==> config.mk <==
export PLATFORM = sky130hd
export DESIGN_NAME = calendar_timestamp_add_sub_flat
export DESIGN_NICKNAME = d
export VERILOG_FILES = /design/src/rtl/core/cts_pkg.sv /design/src/rtl/core/cts_if.sv /design/src/rtl/core/cts_divmod.sv /design/src/rtl/core/cts_day_step.sv /design/src/rtl/core/calendar_timestamp_add_sub.sv /design/src/flat_wrapper.sv
export SDC_FILE = /design/constraint.sdc
export NUM_CORES = 1
export LEC_CHECK = 0
export ABC_CLOCK_PERIOD_IN_PS = 8500
export BUFFER_PORTS_ARGS = -buffer_cell sky130_fd_sc_hd__buf_2
export CORE_ASPECT_RATIO = 2
export CORE_MARGIN = 10
export CORE_UTILIZATION = 60
export CTS_CLUSTER_SIZE = 25
export DETAILED_ROUTE_END_ITERATION = 8
export GPL_ROUTABILITY_DRIVEN = 0
export PLACE_DENSITY = 0.79
export SLEW_MARGIN = 30
export SYNTH_ARGS = -nofsm -noshare
export SYNTH_HDL_FRONTEND = slang
export SYNTH_SLANG_ARGS = --single-unit
==> constraint.sdc <==
create_clock -name clk_i -period 8.5 [get_ports clk_i]
set_input_delay 0.85 -clock clk_i [delete_from_list [all_inputs] [get_ports clk_i]]
set_output_delay 0.85 -clock clk_i [all_outputs]
set_load 0.02 [all_outputs]
==> src/rtl/core/cts_pkg.sv <==
`default_nettype none

package cts_pkg;

  // Width of the remaining-days counter used by the month walk.
  localparam int unsigned LEFT_W = 11;

  // Largest day span that the walk accepts; larger spans saturate to it.
  localparam int unsigned MAX_SPAN_DAYS = 1023;

  // Clock field limits.
  localparam logic [4:0] HOURS_PER_DAY   = 5'd24;
  localparam logic [5:0] MINS_PER_HOUR   = 6'd60;
  localparam logic [5:0] SECS_PER_MINUTE = 6'd60;

  // Month numbers used by the wrap logic.
  localparam logic [3:0] MONTH_JAN = 4'd1;
  localparam logic [3:0] MONTH_FEB = 4'd2;
  localparam logic [3:0] MONTH_APR = 4'd4;
  localparam logic [3:0] MONTH_JUN = 4'd6;
  localparam logic [3:0] MONTH_SEP = 4'd9;
  localparam logic [3:0] MONTH_NOV = 4'd11;
  localparam logic [3:0] MONTH_DEC = 4'd12;

  // Year limits of the signed 16-bit year and its floor remainder by 400 there.
  localparam logic signed [15:0] YEAR_MAX    = 16'sh7FFF;
  localparam logic signed [15:0] YEAR_MIN    = 16'sh8000;
  localparam logic [8:0]         YMOD_AT_MAX = 9'd367;
  localparam logic [8:0]         YMOD_AT_MIN = 9'd32;
  localparam logic [8:0]         YMOD_LAST   = 9'd399;

  // Sequencer states.
  typedef enum logic [3:0] {
    ST_IDLE,
    ST_SEC,
    ST_MIN,
    ST_HOUR,
    ST_YMOD,
    ST_WALK,
    ST_MONTH,
    ST_YEAR,
    ST_YMOD2,
    ST_FINISH
  } state_e;

  // Divisor selection for the shared divide unit.
  typedef enum logic [1:0] {
    DIV_60,
    DIV_24,
    DIV_12,
    DIV_400
  } div_sel_e;

  // Phases of one pass through the divide unit.
  typedef enum logic [1:0] {
    PH_LOAD,
    PH_MUL,
    PH_READ
  } div_phase_e;

  // Control of the divide unit.
  typedef struct packed {
    logic     load;
    logic     mul;
    div_sel_e sel;
  } dm_ctrl_t;

  // Result of one month step of the day walk.
  typedef struct packed {
    logic [3:0]              month;
    logic signed [15:0]      year;
    logic [8:0]              ymod;
    logic signed [7:0]       day;
    logic [LEFT_W-1:0]       left;
    logic                    done;
  } walk_t;

  // Divisor value.
  function automatic logic [8:0] div_value(div_sel_e sel);
    logic [8:0] d;
    case (sel)
      DIV_60:  d = 9'd60;
      DIV_24:  d = 9'd24;
      DIV_12:  d = 9'd12;
      DIV_400: d = 9'd400;
      default: d = 9'd60;
    endcase
    return d;
  endfunction

  // Reciprocal ceil(2^26 / d); exact for every biased operand below 2^17.
  function automatic logic [22:0] div_mult(div_sel_e sel);
    logic [22:0] m;
    case (sel)
      DIV_60:  m = 23'd1118482;
      DIV_24:  m = 23'd2796203;
      DIV_12:  m = 23'd5592406;
      DIV_400: m = 23'd167773;
      default: m = 23'd1118482;
    endcase
    return m;
  endfunction

  // Bias multiple K; the operand is raised by K*d so that it is never negative.
  function automatic logic [7:0] div_k(div_sel_e sel);
    logic [7:0] k;
    case (sel)
      DIV_60:  k = 8'd72;
      DIV_24:  k = 8'd48;
      DIV_12:  k = 8'd24;
      DIV_400: k = 8'd82;
      default: k = 8'd72;
    endcase
    return k;
  endfunction

  function automatic logic [15:0] div_bias(div_sel_e sel);
    logic [15:0] b;
    case (sel)
      DIV_60:  b = 16'd4320;
      DIV_24:  b = 16'd1152;
      DIV_12:  b = 16'd288;
      DIV_400: b = 16'd32800;
      default: b = 16'd4320;
    endcase
    return b;
  endfunction

  // Leap year from the floor remainder of the year by 400.
  function automatic logic is_leap(logic [8:0] ymod);
    return (ymod[1:0] == 2'b00) && (ymod != 9'd100) && (ymod != 9'd200) &&
           (ymod != 9'd300);
  endfunction

  // Gregorian month length; month numbers outside 1..12 read as January.
  function automatic logic [4:0] days_in(logic [3:0] month, logic leap);
    logic [4:0] len;
    case (month)
      MONTH_FEB: len = leap ? 5'd29 : 5'd28;
      MONTH_APR,
      MONTH_JUN,
      MONTH_SEP,
      MONTH_NOV: len = 5'd30;
      default:   len = 5'd31;
    endcase
    return len;
  endfunction

endpackage

`default_nettype wire

==> src/rtl/core/cts_if.sv <==
`default_nettype none

// Input channel: one date-time and one span per transaction.
interface cts_in_if;
  logic               valid;
  logic               ready;
  logic               action;
  logic signed [15:0] cur_year;
  logic [3:0]         cur_month;
  logic [4:0]         cur_day;
  logic [4:0]         cur_hour;
  logic [5:0]         cur_minute;
  logic [5:0]         cur_second;
  logic [7:0]         span_years;
  logic [7:0]         span_months;
  logic [9:0]         span_days;
  logic [9:0]         span_hours;
  logic [23:0]        span_min_sec;

  modport source (
    output valid, action, cur_year, cur_month, cur_day, cur_hour, cur_minute,
           cur_second, span_years, span_months, span_days, span_hours, span_min_sec,
    input  ready
  );

  modport sink (
    input  valid, action, cur_year, cur_month, cur_day, cur_hour, cur_minute,
           cur_second, span_years, span_months, span_days, span_hours, span_min_sec,
    output ready
  );
endinterface

// Output channel: the shifted date-time per transaction.
interface cts_out_if;
  logic               valid;
  logic               ready;
  logic signed [15:0] res_year;
  logic [3:0]         res_month;
  logic [4:0]         res_day;
  logic [4:0]         res_hour;
  logic [5:0]         res_minute;
  logic [5:0]         res_second;
  logic               res_valid;

  modport source (
    output valid, res_year, res_month, res_day, res_hour, res_minute, res_second,
           res_valid,
    input  ready
  );

  modport sink (
    input  valid, res_year, res_month, res_day, res_hour, res_minute, res_second,
           res_valid,
    output ready
  );
endinterface

`default_nettype wire

==> src/rtl/core/cts_divmod.sv <==
`default_nettype none

// Shared floor divide by 60, 24, 12 or 400. The operand is biased to a
// non-negative value and registered, the quotient comes from a reciprocal
// multiply and is registered, and the remainder is formed from both.
module cts_divmod (
  input  logic                clk_i,
  input  cts_pkg::dm_ctrl_t   ctrl_i,
  input  logic signed [17:0]  op_i,
  output logic signed [8:0]   quot_o,
  output logic [8:0]          rem_o
);

  logic [16:0]       op_q;
  cts_pkg::div_sel_e sel_q;
  logic [7:0]        q_q;
  logic [39:0]       prod;
  logic [16:0]       back;
  logic [16:0]       rem_full;

  // Operand stage: add the bias that keeps the value non-negative.
  always_ff @(posedge clk_i) begin
    if (ctrl_i.load) begin
      op_q  <= 17'(op_i + $signed(18'(cts_pkg::div_bias(ctrl_i.sel))));
      sel_q <= ctrl_i.sel;
    end
  end

  // Multiply stage: quotient of the biased operand.
  assign prod = 40'(op_q) * 40'(cts_pkg::div_mult(sel_q));

  always_ff @(posedge clk_i) begin
    if (ctrl_i.mul) begin
      q_q <= prod[33:26];
    end
  end

  // Remainder and unbiased quotient.
  assign back     = 17'(q_q * cts_pkg::div_value(sel_q));
  assign rem_full = op_q - back;
  assign rem_o    = rem_full[8:0];
  assign quot_o   = 9'($signed(10'(q_q)) - $signed(10'(cts_pkg::div_k(sel_q))));

endmodule

`default_nettype wire

==> src/rtl/core/cts_day_step.sv <==
`default_nettype none

// One month step of the day walk. Forward, the day moves to the first of the
// next month while the days left exceed the rest of this month. Backward, the
// day moves to the last of the previous month while the days left reach it.
module cts_day_step (
  input  logic                         sub_i,
  input  logic [3:0]                   month_i,
  input  logic signed [15:0]           year_i,
  input  logic [8:0]                   ymod_i,
  input  logic signed [7:0]            day_i,
  input  logic [cts_pkg::LEFT_W-1:0]   left_i,
  output cts_pkg::walk_t               next_o
);

  logic signed [12:0] day_w;
  logic signed [12:0] left_w;
  logic signed [12:0] delta;
  logic [4:0]         dim_cur;
  logic [4:0]         dim_prev;
  logic               wrap_up;
  logic               wrap_dn;
  logic [3:0]         month_up;
  logic [3:0]         month_dn;
  logic [8:0]         ymod_up;
  logic [8:0]         ymod_dn;
  logic [8:0]         ymod_prev;

  // Neighbouring months and their year remainders.
  always_comb begin
    day_w    = 13'(day_i);
    left_w   = $signed(13'(left_i));
    dim_cur  = cts_pkg::days_in(month_i, cts_pkg::is_leap(ymod_i));
    delta    = $signed(13'(dim_cur)) - day_w;
    wrap_up  = (month_i == cts_pkg::MONTH_DEC);
    wrap_dn  = (month_i == cts_pkg::MONTH_JAN);
    month_up = wrap_up ? cts_pkg::MONTH_JAN : month_i + 4'd1;
    month_dn = wrap_dn ? cts_pkg::MONTH_DEC : month_i - 4'd1;

    // The year wraps at the ends of its range, where the remainder jumps.
    if (year_i == cts_pkg::YEAR_MAX) begin
      ymod_up = cts_pkg::YMOD_AT_MIN;
    end else if (ymod_i == cts_pkg::YMOD_LAST) begin
      ymod_up = '0;
    end else begin
      ymod_up = ymod_i + 9'd1;
    end

    if (year_i == cts_pkg::YEAR_MIN) begin
      ymod_dn = cts_pkg::YMOD_AT_MAX;
    end else if (ymod_i == '0) begin
      ymod_dn = cts_pkg::YMOD_LAST;
    end else begin
      ymod_dn = ymod_i - 9'd1;
    end

    ymod_prev = wrap_dn ? ymod_dn : ymod_i;
    dim_prev  = cts_pkg::days_in(month_dn, cts_pkg::is_leap(ymod_prev));
  end

  // Step decision.
  always_comb begin
    next_o.month = month_i;
    next_o.year  = year_i;
    next_o.ymod  = ymod_i;
    next_o.day   = day_i;
    next_o.left  = left_i;
    next_o.done  = 1'b1;
    if (!sub_i) begin
      if (left_w > delta) begin
        next_o.month = month_up;
        if (wrap_up) begin
          next_o.year = year_i + 16'sd1;
          next_o.ymod = ymod_up;
        end
        next_o.day  = 8'sd1;
        next_o.left = cts_pkg::LEFT_W'(left_w - delta - 13'sd1);
        next_o.done = 1'b0;
      end else begin
        next_o.day = 8'(day_w + left_w);
      end
    end else begin
      if (left_w >= day_w) begin
        next_o.month = month_dn;
        if (wrap_dn) begin
          next_o.year = year_i - 16'sd1;
          next_o.ymod = ymod_dn;
        end
        next_o.day  = $signed(8'(dim_prev));
        next_o.left = cts_pkg::LEFT_W'(left_w - day_w);
        next_o.done = 1'b0;
      end else begin
        next_o.day = 8'(day_w - left_w);
      end
    end
  end

endmodule

`default_nettype wire

==> src/rtl/core/calendar_timestamp_add_sub.sv <==
// Channel   Direction   Transaction carries
// in_i      sink        action, starting date-time, span
// out_o     source      shifted date-time and day-in-month flag
//
// An item runs from acceptance to the loading of its result through the seconds,
// minutes, hours and year-remainder divides, the day walk with one step for each
// month visited, the month divide, the year sum, a second year-remainder divide
// and the finish. Each divide goes through the load, multiply and read phases.
// Reset clears the sequencer and the output valid; nothing else needs clearing.
// The input is ready only when idle; a waiting result stalls only the final load.
`default_nettype none

module calendar_timestamp_add_sub (
  input  logic      clk_i,
  input  logic      rst_ni,
  cts_in_if.sink    in_i,
  cts_out_if.source out_o
);

  cts_pkg::state_e     state_q, state_d;
  cts_pkg::div_phase_e phase_q, phase_d;

  // Working registers.
  logic                       sub_q;
  logic signed [15:0]         year_q;
  logic [3:0]                 month_q;
  logic signed [7:0]          day_q;
  logic [4:0]                 hour_q;
  logic [5:0]                 minute_q;
  logic [5:0]                 second_q;
  logic [8:0]                 ymod_q;
  logic [cts_pkg::LEFT_W-1:0] left_q;
  logic signed [8:0]          carry_q;
  logic [7:0]                 sy_q;
  logic [7:0]                 smo_q;
  logic [9:0]                 sh_q;
  logic [11:0]                smin_q;
  logic [11:0]                ssec_q;

  // Result registers.
  logic                       out_valid_q;
  logic signed [15:0]         res_year_q;
  logic [3:0]                 res_month_q;
  logic [4:0]                 res_day_q;
  logic [4:0]                 res_hour_q;
  logic [5:0]                 res_minute_q;
  logic [5:0]                 res_second_q;
  logic                       res_valid_q;

  logic                       in_fire;
  logic                       div_state;
  logic                       div_read;
  logic                       fin_load;
  cts_pkg::dm_ctrl_t          dm_ctrl;
  logic signed [17:0]         op_x;
  logic signed [17:0]         base_x;
  logic signed [17:0]         span_x;
  logic signed [17:0]         carry_x;
  logic signed [8:0]          dm_quot;
  logic [8:0]                 dm_rem;
  cts_pkg::walk_t             walk;
  logic [3:0]                 month_in;
  logic [9:0]                 sd_sat;
  logic [4:0]                 fin_dim;
  logic                       fin_ok;

  assign in_fire = in_i.valid && in_i.ready;

  assign div_state = (state_q == cts_pkg::ST_SEC)   || (state_q == cts_pkg::ST_MIN)   ||
                     (state_q == cts_pkg::ST_HOUR)  || (state_q == cts_pkg::ST_YMOD)  ||
                     (state_q == cts_pkg::ST_MONTH) || (state_q == cts_pkg::ST_YMOD2);
  assign div_read  = div_state && (phase_q == cts_pkg::PH_READ);

  // Next state.
  always_comb begin
    state_d = state_q;
    case (state_q)
      cts_pkg::ST_IDLE:   if (in_fire) state_d = cts_pkg::ST_SEC;
      cts_pkg::ST_SEC:    if (div_read) state_d = cts_pkg::ST_MIN;
      cts_pkg::ST_MIN:    if (div_read) state_d = cts_pkg::ST_HOUR;
      cts_pkg::ST_HOUR:   if (div_read) state_d = cts_pkg::ST_YMOD;
      cts_pkg::ST_YMOD:   if (div_read) state_d = cts_pkg::ST_WALK;
      cts_pkg::ST_WALK:   if (walk.done) state_d = cts_pkg::ST_MONTH;
      cts_pkg::ST_MONTH:  if (div_read) state_d = cts_pkg::ST_YEAR;
      cts_pkg::ST_YEAR:   state_d = cts_pkg::ST_YMOD2;
      cts_pkg::ST_YMOD2:  if (div_read) state_d = cts_pkg::ST_FINISH;
      cts_pkg::ST_FINISH: if (fin_load) state_d = cts_pkg::ST_IDLE;
      default:            state_d = cts_pkg::ST_IDLE;
    endcase

    phase_d = cts_pkg::PH_LOAD;
    if (div_state) begin
      case (phase_q)
        cts_pkg::PH_LOAD: phase_d = cts_pkg::PH_MUL;
        cts_pkg::PH_MUL:  phase_d = cts_pkg::PH_READ;
        default:          phase_d = cts_pkg::PH_LOAD;
      endcase
    end
  end

  // Sequencer outputs: handshake, divide control and the divide operand.
  always_comb begin
    in_i.ready   = (state_q == cts_pkg::ST_IDLE);
    fin_load     = (state_q == cts_pkg::ST_FINISH) && (!out_valid_q || out_o.ready);
    dm_ctrl.load = div_state && (phase_q == cts_pkg::PH_LOAD);
    dm_ctrl.mul  = div_state && (phase_q == cts_pkg::PH_MUL);
    dm_ctrl.sel  = cts_pkg::DIV_60;
    base_x       = '0;
    span_x       = '0;
    carry_x      = '0;
    case (state_q)
      cts_pkg::ST_SEC: begin
        base_x = $signed(18'(second_q));
        span_x = $signed(18'(ssec_q));
      end
      cts_pkg::ST_MIN: begin
        base_x  = $signed(18'(minute_q));
        span_x  = $signed(18'(smin_q));
        carry_x = 18'(carry_q);
      end
      cts_pkg::ST_HOUR: begin
        dm_ctrl.sel = cts_pkg::DIV_24;
        base_x      = $signed(18'(hour_q));
        span_x      = $signed(18'(sh_q));
        carry_x     = 18'(carry_q);
      end
      cts_pkg::ST_MONTH: begin
        dm_ctrl.sel = cts_pkg::DIV_12;
        base_x      = $signed(18'(month_q)) - 18'sd1;
        span_x      = $signed(18'(smo_q));
      end
      cts_pkg::ST_YMOD,
      cts_pkg::ST_YMOD2: begin
        dm_ctrl.sel = cts_pkg::DIV_400;
        base_x      = 18'(year_q);
      end
      default: begin
        dm_ctrl.sel = cts_pkg::DIV_60;
      end
    endcase
    op_x = base_x + carry_x + (sub_q ? -span_x : span_x);
  end

  // Shared divide unit.
  cts_divmod u_divmod (
    .clk_i  (clk_i),
    .ctrl_i (dm_ctrl),
    .op_i   (op_x),
    .quot_o (dm_quot),
    .rem_o  (dm_rem)
  );

  // One month of the day walk.
  cts_day_step u_day_step (
    .sub_i   (sub_q),
    .month_i (month_q),
    .year_i  (year_q),
    .ymod_i  (ymod_q),
    .day_i   (day_q),
    .left_i  (left_q),
    .next_o  (walk)
  );

  // Input normalisation: month into 1..12, day span saturated.
  always_comb begin
    if (in_i.cur_month < cts_pkg::MONTH_JAN) begin
      month_in = cts_pkg::MONTH_JAN;
    end else if (in_i.cur_month > cts_pkg::MONTH_DEC) begin
      month_in = cts_pkg::MONTH_DEC;
    end else begin
      month_in = in_i.cur_month;
    end
    if (32'(in_i.span_days) > cts_pkg::MAX_SPAN_DAYS) begin
      sd_sat = 10'(cts_pkg::MAX_SPAN_DAYS);
    end else begin
      sd_sat = in_i.span_days;
    end
  end

  // Day-in-month check on the final date.
  assign fin_dim = cts_pkg::days_in(month_q, cts_pkg::is_leap(ymod_q));
  assign fin_ok  = (day_q > 8'sd0) && (day_q <= $signed(8'(fin_dim)));

  // Control registers.
  always_ff @(posedge clk_i or negedge rst_ni) begin
    if (!rst_ni) begin
      state_q     <= cts_pkg::ST_IDLE;
      phase_q     <= cts_pkg::PH_LOAD;
      out_valid_q <= 1'b0;
    end else begin
      state_q <= state_d;
      phase_q <= phase_d;
      if (fin_load) begin
        out_valid_q <= 1'b1;
      end else if (out_o.ready) begin
        out_valid_q <= 1'b0;
      end
    end
  end

  // Working registers, updated by the step in progress.
  always_ff @(posedge clk_i) begin
    case (state_q)
      cts_pkg::ST_IDLE: begin
        if (in_fire) begin
          sub_q    <= in_i.action;
          year_q   <= in_i.cur_year;
          month_q  <= month_in;
          day_q    <= $signed(8'(in_i.cur_day));
          hour_q   <= in_i.cur_hour;
          minute_q <= in_i.cur_minute;
          second_q <= in_i.cur_second;
          sy_q     <= in_i.span_years;
          smo_q    <= in_i.span_months;
          left_q   <= cts_pkg::LEFT_W'(sd_sat);
          sh_q     <= in_i.span_hours;
          smin_q   <= in_i.span_min_sec[23:12];
          ssec_q   <= in_i.span_min_sec[11:0];
        end
      end
      cts_pkg::ST_SEC: begin
        if (div_read) begin
          second_q <= dm_rem[5:0];
          carry_q  <= dm_quot;
        end
      end
      cts_pkg::ST_MIN: begin
        if (div_read) begin
          minute_q <= dm_rem[5:0];
          carry_q  <= dm_quot;
        end
      end
      cts_pkg::ST_HOUR: begin
        if (div_read) begin
          hour_q <= dm_rem[4:0];
          day_q  <= day_q + 8'(dm_quot);
        end
      end
      cts_pkg::ST_YMOD,
      cts_pkg::ST_YMOD2: begin
        if (div_read) begin
          ymod_q <= dm_rem;
        end
      end
      cts_pkg::ST_WALK: begin
        month_q <= walk.month;
        year_q  <= walk.year;
        ymod_q  <= walk.ymod;
        day_q   <= walk.day;
        left_q  <= walk.left;
      end
      cts_pkg::ST_MONTH: begin
        if (div_read) begin
          month_q <= dm_rem[3:0] + 4'd1;
          carry_q <= dm_quot;
        end
      end
      cts_pkg::ST_YEAR: begin
        year_q <= year_q + 16'(carry_q) +
                  (sub_q ? -$signed(16'(sy_q)) : $signed(16'(sy_q)));
      end
      default: begin
        sub_q <= sub_q;
      end
    endcase
  end

  // Result register.
  always_ff @(posedge clk_i) begin
    if (fin_load) begin
      res_year_q   <= year_q;
      res_month_q  <= month_q;
      res_day_q    <= day_q[4:0];
      res_hour_q   <= hour_q;
      res_minute_q <= minute_q;
      res_second_q <= second_q;
      res_valid_q  <= fin_ok;
    end
  end

  assign out_o.valid      = out_valid_q;
  assign out_o.res_year   = res_year_q;
  assign out_o.res_month  = res_month_q;
  assign out_o.res_day    = res_day_q;
  assign out_o.res_hour   = res_hour_q;
  assign out_o.res_minute = res_minute_q;
  assign out_o.res_second = res_second_q;
  assign out_o.res_valid  = res_valid_q;

  // A result appears only from the final load.
  assert property (@(posedge clk_i) disable iff (!rst_ni)
    $rose(out_valid_q) |-> $past(state_q) == cts_pkg::ST_FINISH)
    else $error("result appeared outside the final load");

  // A free output register is always loaded on the first finishing cycle.
  assert property (@(posedge clk_i) disable iff (!rst_ni)
    (state_q == cts_pkg::ST_FINISH && !out_valid_q) |=>
      (state_q == cts_pkg::ST_IDLE && out_valid_q))
    else $error("finished item was not delivered to a free output register");

  // An accepted item starts the divide chain at its first phase.
  assert property (@(posedge clk_i) disable iff (!rst_ni)
    in_fire |=> (state_q == cts_pkg::ST_SEC && phase_q == cts_pkg::PH_LOAD))
    else $error("accepted item did not start at the seconds divide");

  // The walk keeps the month and year remainder in range.
  assert property (@(posedge clk_i) disable iff (!rst_ni)
    state_q == cts_pkg::ST_WALK |->
      (month_q >= cts_pkg::MONTH_JAN && month_q <= cts_pkg::MONTH_DEC &&
       ymod_q <= cts_pkg::YMOD_LAST))
    else $error("month or year remainder out of range during the walk");

  // Delivered clock fields and month are normalised.
  assert property (@(posedge clk_i) disable iff (!rst_ni)
    out_valid_q |->
      (res_month_q >= cts_pkg::MONTH_JAN && res_month_q <= cts_pkg::MONTH_DEC &&
       res_hour_q < cts_pkg::HOURS_PER_DAY && res_minute_q < cts_pkg::MINS_PER_HOUR &&
       res_second_q < cts_pkg::SECS_PER_MINUTE))
    else $error("result field out of range");

endmodule

`default_nettype wire
==> src/flat_wrapper.sv <==
// flat-port wrapper written by rule: the top's interface ports become plain ports
module calendar_timestamp_add_sub_flat 
  (clk_i, rst_ni, in_i_valid, in_i_action, in_i_cur_year, in_i_cur_month, in_i_cur_day, in_i_cur_hour, in_i_cur_minute, in_i_cur_second, in_i_span_years, in_i_span_months, in_i_span_days, in_i_span_hours, in_i_span_min_sec, in_i_ready, out_o_valid, out_o_res_year, out_o_res_month, out_o_res_day, out_o_res_hour, out_o_res_minute, out_o_res_second, out_o_res_valid, out_o_ready);
  cts_in_if in_i_i ();
  cts_out_if out_o_i ();
  input  logic clk_i;
  input  logic rst_ni;
  input wire logic [$bits(in_i_i.valid)-1:0] in_i_valid;
  input wire logic [$bits(in_i_i.action)-1:0] in_i_action;
  input wire logic [$bits(in_i_i.cur_year)-1:0] in_i_cur_year;
  input wire logic [$bits(in_i_i.cur_month)-1:0] in_i_cur_month;
  input wire logic [$bits(in_i_i.cur_day)-1:0] in_i_cur_day;
  input wire logic [$bits(in_i_i.cur_hour)-1:0] in_i_cur_hour;
  input wire logic [$bits(in_i_i.cur_minute)-1:0] in_i_cur_minute;
  input wire logic [$bits(in_i_i.cur_second)-1:0] in_i_cur_second;
  input wire logic [$bits(in_i_i.span_years)-1:0] in_i_span_years;
  input wire logic [$bits(in_i_i.span_months)-1:0] in_i_span_months;
  input wire logic [$bits(in_i_i.span_days)-1:0] in_i_span_days;
  input wire logic [$bits(in_i_i.span_hours)-1:0] in_i_span_hours;
  input wire logic [$bits(in_i_i.span_min_sec)-1:0] in_i_span_min_sec;
  output wire logic [$bits(in_i_i.ready)-1:0] in_i_ready;
  output wire logic [$bits(out_o_i.valid)-1:0] out_o_valid;
  output wire logic [$bits(out_o_i.res_year)-1:0] out_o_res_year;
  output wire logic [$bits(out_o_i.res_month)-1:0] out_o_res_month;
  output wire logic [$bits(out_o_i.res_day)-1:0] out_o_res_day;
  output wire logic [$bits(out_o_i.res_hour)-1:0] out_o_res_hour;
  output wire logic [$bits(out_o_i.res_minute)-1:0] out_o_res_minute;
  output wire logic [$bits(out_o_i.res_second)-1:0] out_o_res_second;
  output wire logic [$bits(out_o_i.res_valid)-1:0] out_o_res_valid;
  input wire logic [$bits(out_o_i.ready)-1:0] out_o_ready;
  assign in_i_i.valid = in_i_valid;
  assign in_i_i.action = in_i_action;
  assign in_i_i.cur_year = in_i_cur_year;
  assign in_i_i.cur_month = in_i_cur_month;
  assign in_i_i.cur_day = in_i_cur_day;
  assign in_i_i.cur_hour = in_i_cur_hour;
  assign in_i_i.cur_minute = in_i_cur_minute;
  assign in_i_i.cur_second = in_i_cur_second;
  assign in_i_i.span_years = in_i_span_years;
  assign in_i_i.span_months = in_i_span_months;
  assign in_i_i.span_days = in_i_span_days;
  assign in_i_i.span_hours = in_i_span_hours;
  assign in_i_i.span_min_sec = in_i_span_min_sec;
  assign in_i_ready = in_i_i.ready;
  assign out_o_valid = out_o_i.valid;
  assign out_o_res_year = out_o_i.res_year;
  assign out_o_res_month = out_o_i.res_month;
  assign out_o_res_day = out_o_i.res_day;
  assign out_o_res_hour = out_o_i.res_hour;
  assign out_o_res_minute = out_o_i.res_minute;
  assign out_o_res_second = out_o_i.res_second;
  assign out_o_res_valid = out_o_i.res_valid;
  assign out_o_i.ready = out_o_ready;
  calendar_timestamp_add_sub u_core (.clk_i(clk_i), .rst_ni(rst_ni), .in_i(in_i_i), .out_o(out_o_i));
endmodule
Word level (Yosys, flattened, before mapping)
Index checks and enable logic that the tools add are counted.
{ "op_classes": {"n_addsub": 24, "mul": 2, "n_lt_le_gt_ge": 6, "eq_ne": 52, "muxes": 67, "n_reduce_logical": 51} }
{ "op_table": {"columns": ["op", "n"], "rows": [
  ["$pmux W23 S4", 1],
  ["$pmux W17 S5", 1],
  ["$pmux W16 S4", 1],
  ["$mux W4", 15],
  ["$mux W29", 2],
  ["$mux W9", 6],
  ["$add A17 B17 Y17", 3],
  ["$mux W25", 2],
  ["$mux W49", 1],
  ["$mux W16", 3],
  ["$pmux W12 S4", 1],
  ["$pmux W16 S3", 1],
  ["$pmux W4 S10", 1],
  ["$pmux W9 S4", 1],
  ["$mul A17 B23 Y34", 1],
  ["$mux W17", 2],
  ["$eq A16 B16 Y1 const B", 2],
  ["$eq A4 B3 Y1 const B", 8],
  ["$mux W8", 4],
  ["$pmux W8 S4", 1],
  ["$eq A4 B4 Y1 const B", 7],
  ["$mux W12", 2],
  ["$pmux W6 S2", 2],
  ["$pmux W8 S3", 1],
  ["66 further kinds", 133]
]} }
{ "totals": {"regBits": 202, "inputBits": 107, "output_inout_bits": 45, "word_cells": 230} }

Longest topological paths before layout
Gate-level depths: netlist (run 1).
{ "depth": {"depth_word": 14, "mapped_depth": 30, "depth_no_buf": 26} }

Hierarchy
From an unflattened synthesis (run 1), not the netlist that was laid out.
{ "unflattened": {"cells_unflattened": 2747, "hier_area_um2": 26520.4} }
{ "modules_own_cells": {"columns": ["mod", "instances", "cells_each", "area_per_inst_um2", "seq_area_each_um2"], "rows": [
  ["cts_divmod", 1, 1285, 12358.1, 810.8],
  ["calendar_timestamp_add_sub", 1, 876, 10349.9, 5220.0],
  ["cts_day_step", 1, 586, 3812.4, 0.0]
]} }

Worst setup path after synthesis (run 1)
No wires, ideal clock.
{ "synth_timing": {"path_kind": "register to register", "start": "register u_core.u_divmod.sel_q[1]", "end": "register u_core.u_divmod.q_q[7], data pin", "setup_ns": 0.266, "t_arrival_ns": 7.249, "t_required_ns": 8.234, "setup_slack_ns": 0.985, "stages_incl_launch_ff": 27, "path_buffers": 4, "synth_period_minus_slack_ns": 7.515, "path_cell_list": "edfxtp_1 -> clkbuf_1 -> clkbuf_1 -> inv_1 -> ha_1 -> o21ba_2 -> clkbuf_1 -> clkbuf_1 -> nand2_1 -> fa_1 -> fa_1 -> fa_1 -> inv_1 -> fa_1 -> fa_1 -> inv_1 -> fa_1 -> inv_1 -> ha_1 -> a21oi_1 -> a211o_1 -> a211o_1 -> a31oi_1 -> o41ai_2 -> a21oi_1 -> mux2i_1 -> nand4_1"} }
{ "synth_between": {"elab_chain_cells": 3, "word_cells_on_any_way": 6, "classes_between": "mul: 1; eq/ne: 3; mux: 1; reduce/logical: 1"} }
{ "synth_rtl": {"columns": ["element", "line", "rtl"], "rows": [
  ["start: declaration", "cts_divmod.sv:15", "cts_pkg::div_sel_e sel_q;"],
  ["start signal: assignment", "cts_divmod.sv:25", "sel_q <= ctrl_i.sel;"],
  ["$eq A2 B2 Y1, or another cell as far along", "cts_pkg.sv:94", "case (sel)"],
  ["$pmux W23 S4 (*)", "cts_pkg.sv:94", null],
  ["$mul A17 B23 Y34 (*)", "cts_divmod.sv:30", "assign prod = 40'(op_q) * 40'(cts_pkg::div_mult(sel_q));"],
  ["via u_core.u_divmod.prod[33]", "cts_divmod.sv:17", "logic [39:0] prod;"],
  ["end signal: assignment", "cts_divmod.sv:34", "q_q <= prod[33:26];"],
  ["end: declaration", "cts_divmod.sv:16", "logic [7:0] q_q;"]
]} }
Mark *: on every way through the listed nets, which the timed path passes. The rest lies on a longest branch.
A chain may end at the register's enable or synchronous reset.

Worst setup path after layout (run 1)
{ "layout_timing": {"start": "register u_core.u_divmod.sel_q[0]", "end": "register u_core.u_divmod.q_q[6], data pin"} }
The elaborated chain is that of the path after synthesis.

==> metrics.yaml, run 1 <==
run_status:
  status: "finished clean"
logic_synthesis:
  ys_async_sr_fraction: 0.0347
  synth_fp_nets: 3253
  synth.top_cell.area_share: 0.275
  synth_edf_count: 195
  synth_area_leaders: "fa_1, edfxtp_1, ha_1"
  synth-seq-area-share: 0.237
  yosysTopAreaCell: "fa_1"
  mappedNetlistArea_um2: 25400
  ys_ff_latch: 202
  ys.flop_type: "edfxtp_1"
  yosysUniqueCellTypes: 82
  synth_cells: 2566
  yosysWarnings: 0
  postSynthAreaPerCell_um2: 9.91
cts:
  clockRootBuffer: "clkbuf_16"
  cts_buffers: 18
  cts_resized: 0
  cts_tree: "built"
  h-tree-depth: 1
  clkSinkCount: 202
  cts_buffer_depth: 3
  clock_latency_ns: 0.53
  clk_pin_slew_worst_paths_ns: 0.08
  cts-hold-fix-buffers: 0
  postCtsSetupBuffers: 0
grt:
  grt_pass1_vias: 21800
  grt_max_degree: 52
  use_met1: 0.280
  overflow: 0
  grt_usage: 0.304
  use_met2: 0.558
  busiest_layer: "met2"
  grt_pass1_wl_um: 122000
  antenna_found_initial: 2
  use_met3: 0.0515
routing:
  drt-vias-per-instance: 6.13
  routed_wl_um: 79500
  ant_nets: 0
  first_pass_iters: 6
  avgRoutedWirePerCell_um: 24.5
  drc: 0
  detail_route.iter0.violations: 1694
  vias: 19900
finish:
  final_nets: 3385
  fin_util: 0.653
  nFillCells: 3291
  final_layout_size_suffix_gt1_frac: 0.0915
  area_growth_pct: 7.63
floorplan:
  io_pins: 152
  rows: 106
  coreArea_um2: 41900
  die_w_um: 166
  die-area_um2: 51500
  die_height_um: 311
  start_util: 0.607
timing:
  timing.final.crit_period_ns: 7.79
  hold_viol: 0
  fmax_mhz: 128
  slew_headroom: 0.379
  fin_tns_setup_ns: 0
  tightest_slew_ns: 0.927
  finalSetupViolations: 0
  min_period_over_period: 0.917
  finalMaxSlewViolations: 0
  grt_setup_unrepaired: "false"
  fin_skew_ns: 0.0182
worst_setup_path:
  cp_max_fo: 21
  criticalPathCategory: "reg2reg"
  worst_setup_path_end_kind: "flip-flop"
  cp_top_family: "adder cells"
  cp_common_cell: "fa_1"
  slowest_delay_ns: 0.65
  critPathRequiredTime_ns: 8.76
  critPathLaunchType: "flip-flop"
  path_cells: "inv_1 -> ha_1 -> o21ba_2 -> nand2_1 -> inv_1 -> fa_1 -> fa_1 -> fa_1 -> fa_1 -> fa_1 -> inv_1 -> fa_1 -> inv_1 -> ha_1 -> a21oi_1 -> a211o_1 -> a211o_1 -> nand2_1 -> o41ai_2 -> a21oi_1 -> a21oi_1 -> xnor2_1"
  cp_num_buf_inv: 4
  arrival_ns: 8.05
  critPathSlowestCell: "o21ba_2"
placement:
  dp_hpwl_um: 65700
  io_buffer_count: 151
job:
  maxCapViolations: 0
hold_path:
  hp-class: "in2async"
==> registers in the layout, indices dropped and copies added, names as in the netlist, 8 cells and up <==
register	cells
u_core.u_divmod.q_q	8
u_core.left_q	11
u_core.sy_q	8
u_core.sh_q	10
u_core.ssec_q	12
u_core.smo_q	8
u_core.day_q	8
u_core.ymod_q	9
u_core.u_divmod.op_q	17
u_core.carry_q	9
u_core.out_o.res_year	16
u_core.smin_q	12
u_core.year_q	16
==> metrics by stage <==
stage / instance area (um2) / cells / setup slack (ns) / hold WS [ns]
floorplan: 25400 / 2566 / 0.985 / 0.420
global placement: 26800 / 3217 / 1.04 / 0.428
detailed placement: 26800 / 3218 / 0.828 / 0.435
CTS: 27400 / 3250 / 0.828 / 0.156
global route: 27400 / 3251 / 0.302 / 0.152
finish: 27400 / 3251 / 0.709 / 0.150
==> cells in the mapped netlist (38+ instances only) <==
master / count
inv_1: 553
fa_1: 349
ha_1: 231
edfxtp_1: 195
nand2_1: 180
nor2_1: 116
o21ai_0: 105
xnor2_1: 102
a21oi_1: 90
clkbuf_1: 51
xor2_1: 48
nor3_1: 38
==> cells by family (layout without fill, tap and decap cells) <==
logic type,Yosys count,count (layout),synth area share
flip-flops,202,202,0.237
adder cells (fa/ha/maj),580,580,0.388
XOR/XNOR,150,150,0.0516
multiplexers,22,22,0.00900
AND/OR/NAND/NOR,552,552,0.106
other,0,1,0
AO/OA/AOI/OAI,437,437,0.113
buffers and inverters,623,767,0.0944
==> cells in the final DEF (no fill, tap or decap), types with 24 or more instances in the layout <==
cell type / count
edfxtp_1: 195
inv_1: 552
fa_1: 349
a21o_1: 31
o21ai_0: 104
nand3_1: 30
buf_2: 152
nand2_1: 180
xor2_1: 48
nor2b_1: 35
nor2_1: 114
and2_1: 24
ha_1: 231
xnor2_1: 102
buf_4: 28
nand2b_1: 29
nor3_1: 35
a21oi_1: 90
==> path summary, 6_finish.rpt <==
| check | start | end | slack, ns | depth (start not counted) |
|---|---|---|---|---|
| max | u_core.u_divmod.sel_q[0] | u_core.u_divmod.q_q[6] | 0.71 | 22 |
| min | rst_ni | u_core.phase_q[0] | 0.15 | 1 |
| max reg2reg | u_core.u_divmod.sel_q[0] | u_core.u_divmod.q_q[6] | 0.71 | 22 |
| min reg2reg | u_core.second_q[0] | u_core.out_o.res_second[0] | 0.45 | 0 |
| max in group asynchronous | rst_ni | u_core.state_q[0] | 8.17 | 1 |
| min in group clk_i | u_core.second_q[0] | u_core.out_o.res_second[0] | 0.45 | 0 |
==> routing by layer <==
metal | routed length, um | vias to the layer above
met5 | 0 | -
met3 | 5320 | 408
met4 | 8390 | 0
met2 | 42400 | 1090
li1 | - | 8719
met1 | 23500 | 9698
==> area by class of cell <==
class                      instances  area, um2  share of cell area
sequential                       202       6030               0.220
timing repair buffer             180        971              0.0355
tap                              540        676              0.0247
antenna                            1       2.50           0.0000914
clock inverter                    12       93.8             0.00343
clock buffer                      20        479              0.0175
multi-input combinational       1741      17000               0.622
inverter                         555       2080              0.0761
Power of run 1 is left out: the tool's default activity adds up to more than one toggle a clock period on the data nets, which glitch-free logic cannot reach.
==> inputs of run 2 (changes only) <==
CELL_PAD_IN_SITES_DETAIL_PLACEMENT = 0   (was default)
CELL_PAD_IN_SITES_GLOBAL_PLACEMENT = 1   (was default)
CORE_UTILIZATION = 50   (was 60)
PLACE_DENSITY = default   (was 0.79)
PLACE_DENSITY_LB_ADDON = 0.1   (was default)
==> run 2 against run 1 <==
Worst hold slack worse by 0.014 ns. Worst setup slack gained 0.023 ns. Via count decreased by 4.1%. Die area grew 18%. Cell count increased by 3.5%. Non-clock buffer count down 2. Utilization down 10 points.
==> metrics.yaml, run 2 (synthesis results as in run 1) <==
timing:
  finalSetupViolations: 0
  fmax_mhz: 129
  tightest_slew_ns: 1.03
  timing.final.crit_period_ns: 7.77
  min_period_over_period: 0.914
  slew_headroom: 0.313
  hold_viol: 0
  fin_skew_ns: 0.0256
  grt_setup_unrepaired: "false"
  finalMaxSlewViolations: 0
  fin_tns_setup_ns: 0
routing:
  detail_route.iter0.violations: 987
  avgRoutedWirePerCell_um: 24.3
  first_pass_iters: 5
  routed_wl_um: 81600
  vias: 19100
  ant_nets: 0
  drt-vias-per-instance: 5.67
  drc: 0
finish:
  largest-register: "u_core.u_divmod.op_q"
  area_growth_pct: 9.11
  final_nets: 3387
  final_layout_size_suffix_gt1_frac: 0.0965
  final_common_cell: "inv_1"
  largest_register_ffs: 17
  final_cell_mix: "inv_1, fa_1, ha_1"
  diodes: 0
floorplan:
  die-area_um2: 60900
  die_height_um: 339
  coreArea_um2: 50200
  die_w_um: 180
  io_pins: 152
  rows: 116
  start_util: 0.507
job:
  maxCapViolations: 0
worst_setup_path:
  cp_num_buf_inv: 4
  cp_common_cell: "fa_1"
  arrival_ns: 8.05
  worst_setup_path_end_kind: "flip-flop"
  startpoint: "u_core.u_divmod.sel_q[0]"
  reg2reg_from: "u_core.u_divmod.sel_q[0]"
  path_cells: "inv_1 -> ha_1 -> o21ba_2 -> nand2_1 -> inv_1 -> fa_1 -> fa_1 -> fa_1 -> fa_1 -> fa_1 -> inv_1 -> fa_1 -> inv_1 -> ha_1 -> a21oi_1 -> a211o_1 -> a211o_1 -> a31oi_1 -> o41ai_2 -> a21oi_1 -> mux2i_1 -> nand4_1"
  cp_top_family: "adder cells"
  criticalPathCategory: "reg2reg"
  critPathRequiredTime_ns: 8.78
  slowest_delay_ns: 0.67
  cp_max_fo: 21
  critPathSlowestCell: "fa_1"
  critPathLaunchType: "flip-flop"
cts:
  clkSinkCount: 202
  cts_resized: 0
  clk_pin_slew_worst_paths_ns: 0.07
  clock_latency_ns: 0.56
  cts_tree: "built"
  cts_buffer_depth: 3
  clockRootBuffer: "clkbuf_16"
  h-tree-depth: 1
  cts-hold-fix-buffers: 0
  postCtsSetupBuffers: 0
  cts_buffers: 22
grt:
  overflow: 0
  grt_max_degree: 52
  grt_usage: 0.265
  grt_pass1_wl_um: 124000
  antenna_found_initial: 0
  grt_pass1_vias: 21300
run_status:
  status: "finished clean"
placement:
  dp_hpwl_um: 69700
  io_buffer_count: 151
hold_path:
  hp-class: "in2async"
## run 2: layout make-up
type,instances,area (um2)
fill,4653,22500
multi-input combinational,1741,17100
sequential,202,6030
inverter,555,2090
timing repair buffer,178,958
tap,649,812
clock buffer,23,576
clock inverter,17,205
## run 2: worst paths after layout
check,endpoint,slack [ns],cells after the start
min in group clk_i,u_core.out_o.res_minute[4],0.45,0
worst max-delay path,u_core.u_divmod.q_q[7],0.73,22
worst min register to register,u_core.out_o.res_minute[4],0.45,0
worst max register to register,u_core.u_divmod.q_q[7],0.73,22
worst min-delay path,u_core.out_o.valid,0.14,1
max in group asynchronous,u_core.state_q[0],8.17,1
## run 2: worst register-to-register path: cells and delay by family, from the launching register on
family | cells | cell delay (ns)
compound gates | 7 | 1.96
simple gates | 2 | 0.29
mux | 1 | 0.23
buf+inv | 4 | 0.66
fa+ha+maj | 8 | 3.94
flops | 1 | 0.44
## run 2: layer usage
layer,vias up,GRT usage,share of wire
li1,8744,-,-
met3,251,0.0313,0.041
met4,0,0.183,0.079
met2,656,0.522,0.57
met1,9441,0.244,0.31
met5,-,0,0
## run 2: stage by stage
| stage | util | cell area (um2) | std cells | worst slack (ns) | hold slack, ns |
|---|---|---|---|---|---|
| floorplan | - | 25400 | 2566 | 0.985 | 0.420 |
| global placement | 0.537 | 27000 | 3325 | 0.941 | 0.429 |
| detailed placement | 0.537 | 27000 | 3325 | 0.776 | 0.433 |
| CTS | 0.553 | 27800 | 3365 | 0.760 | 0.110 |
| global route | 0.553 | 27800 | 3365 | 0.401 | 0.135 |
| finish | 0.553 | 27800 | 3365 | 0.731 | 0.136 |
Power of run 2 is left out for the same reason.
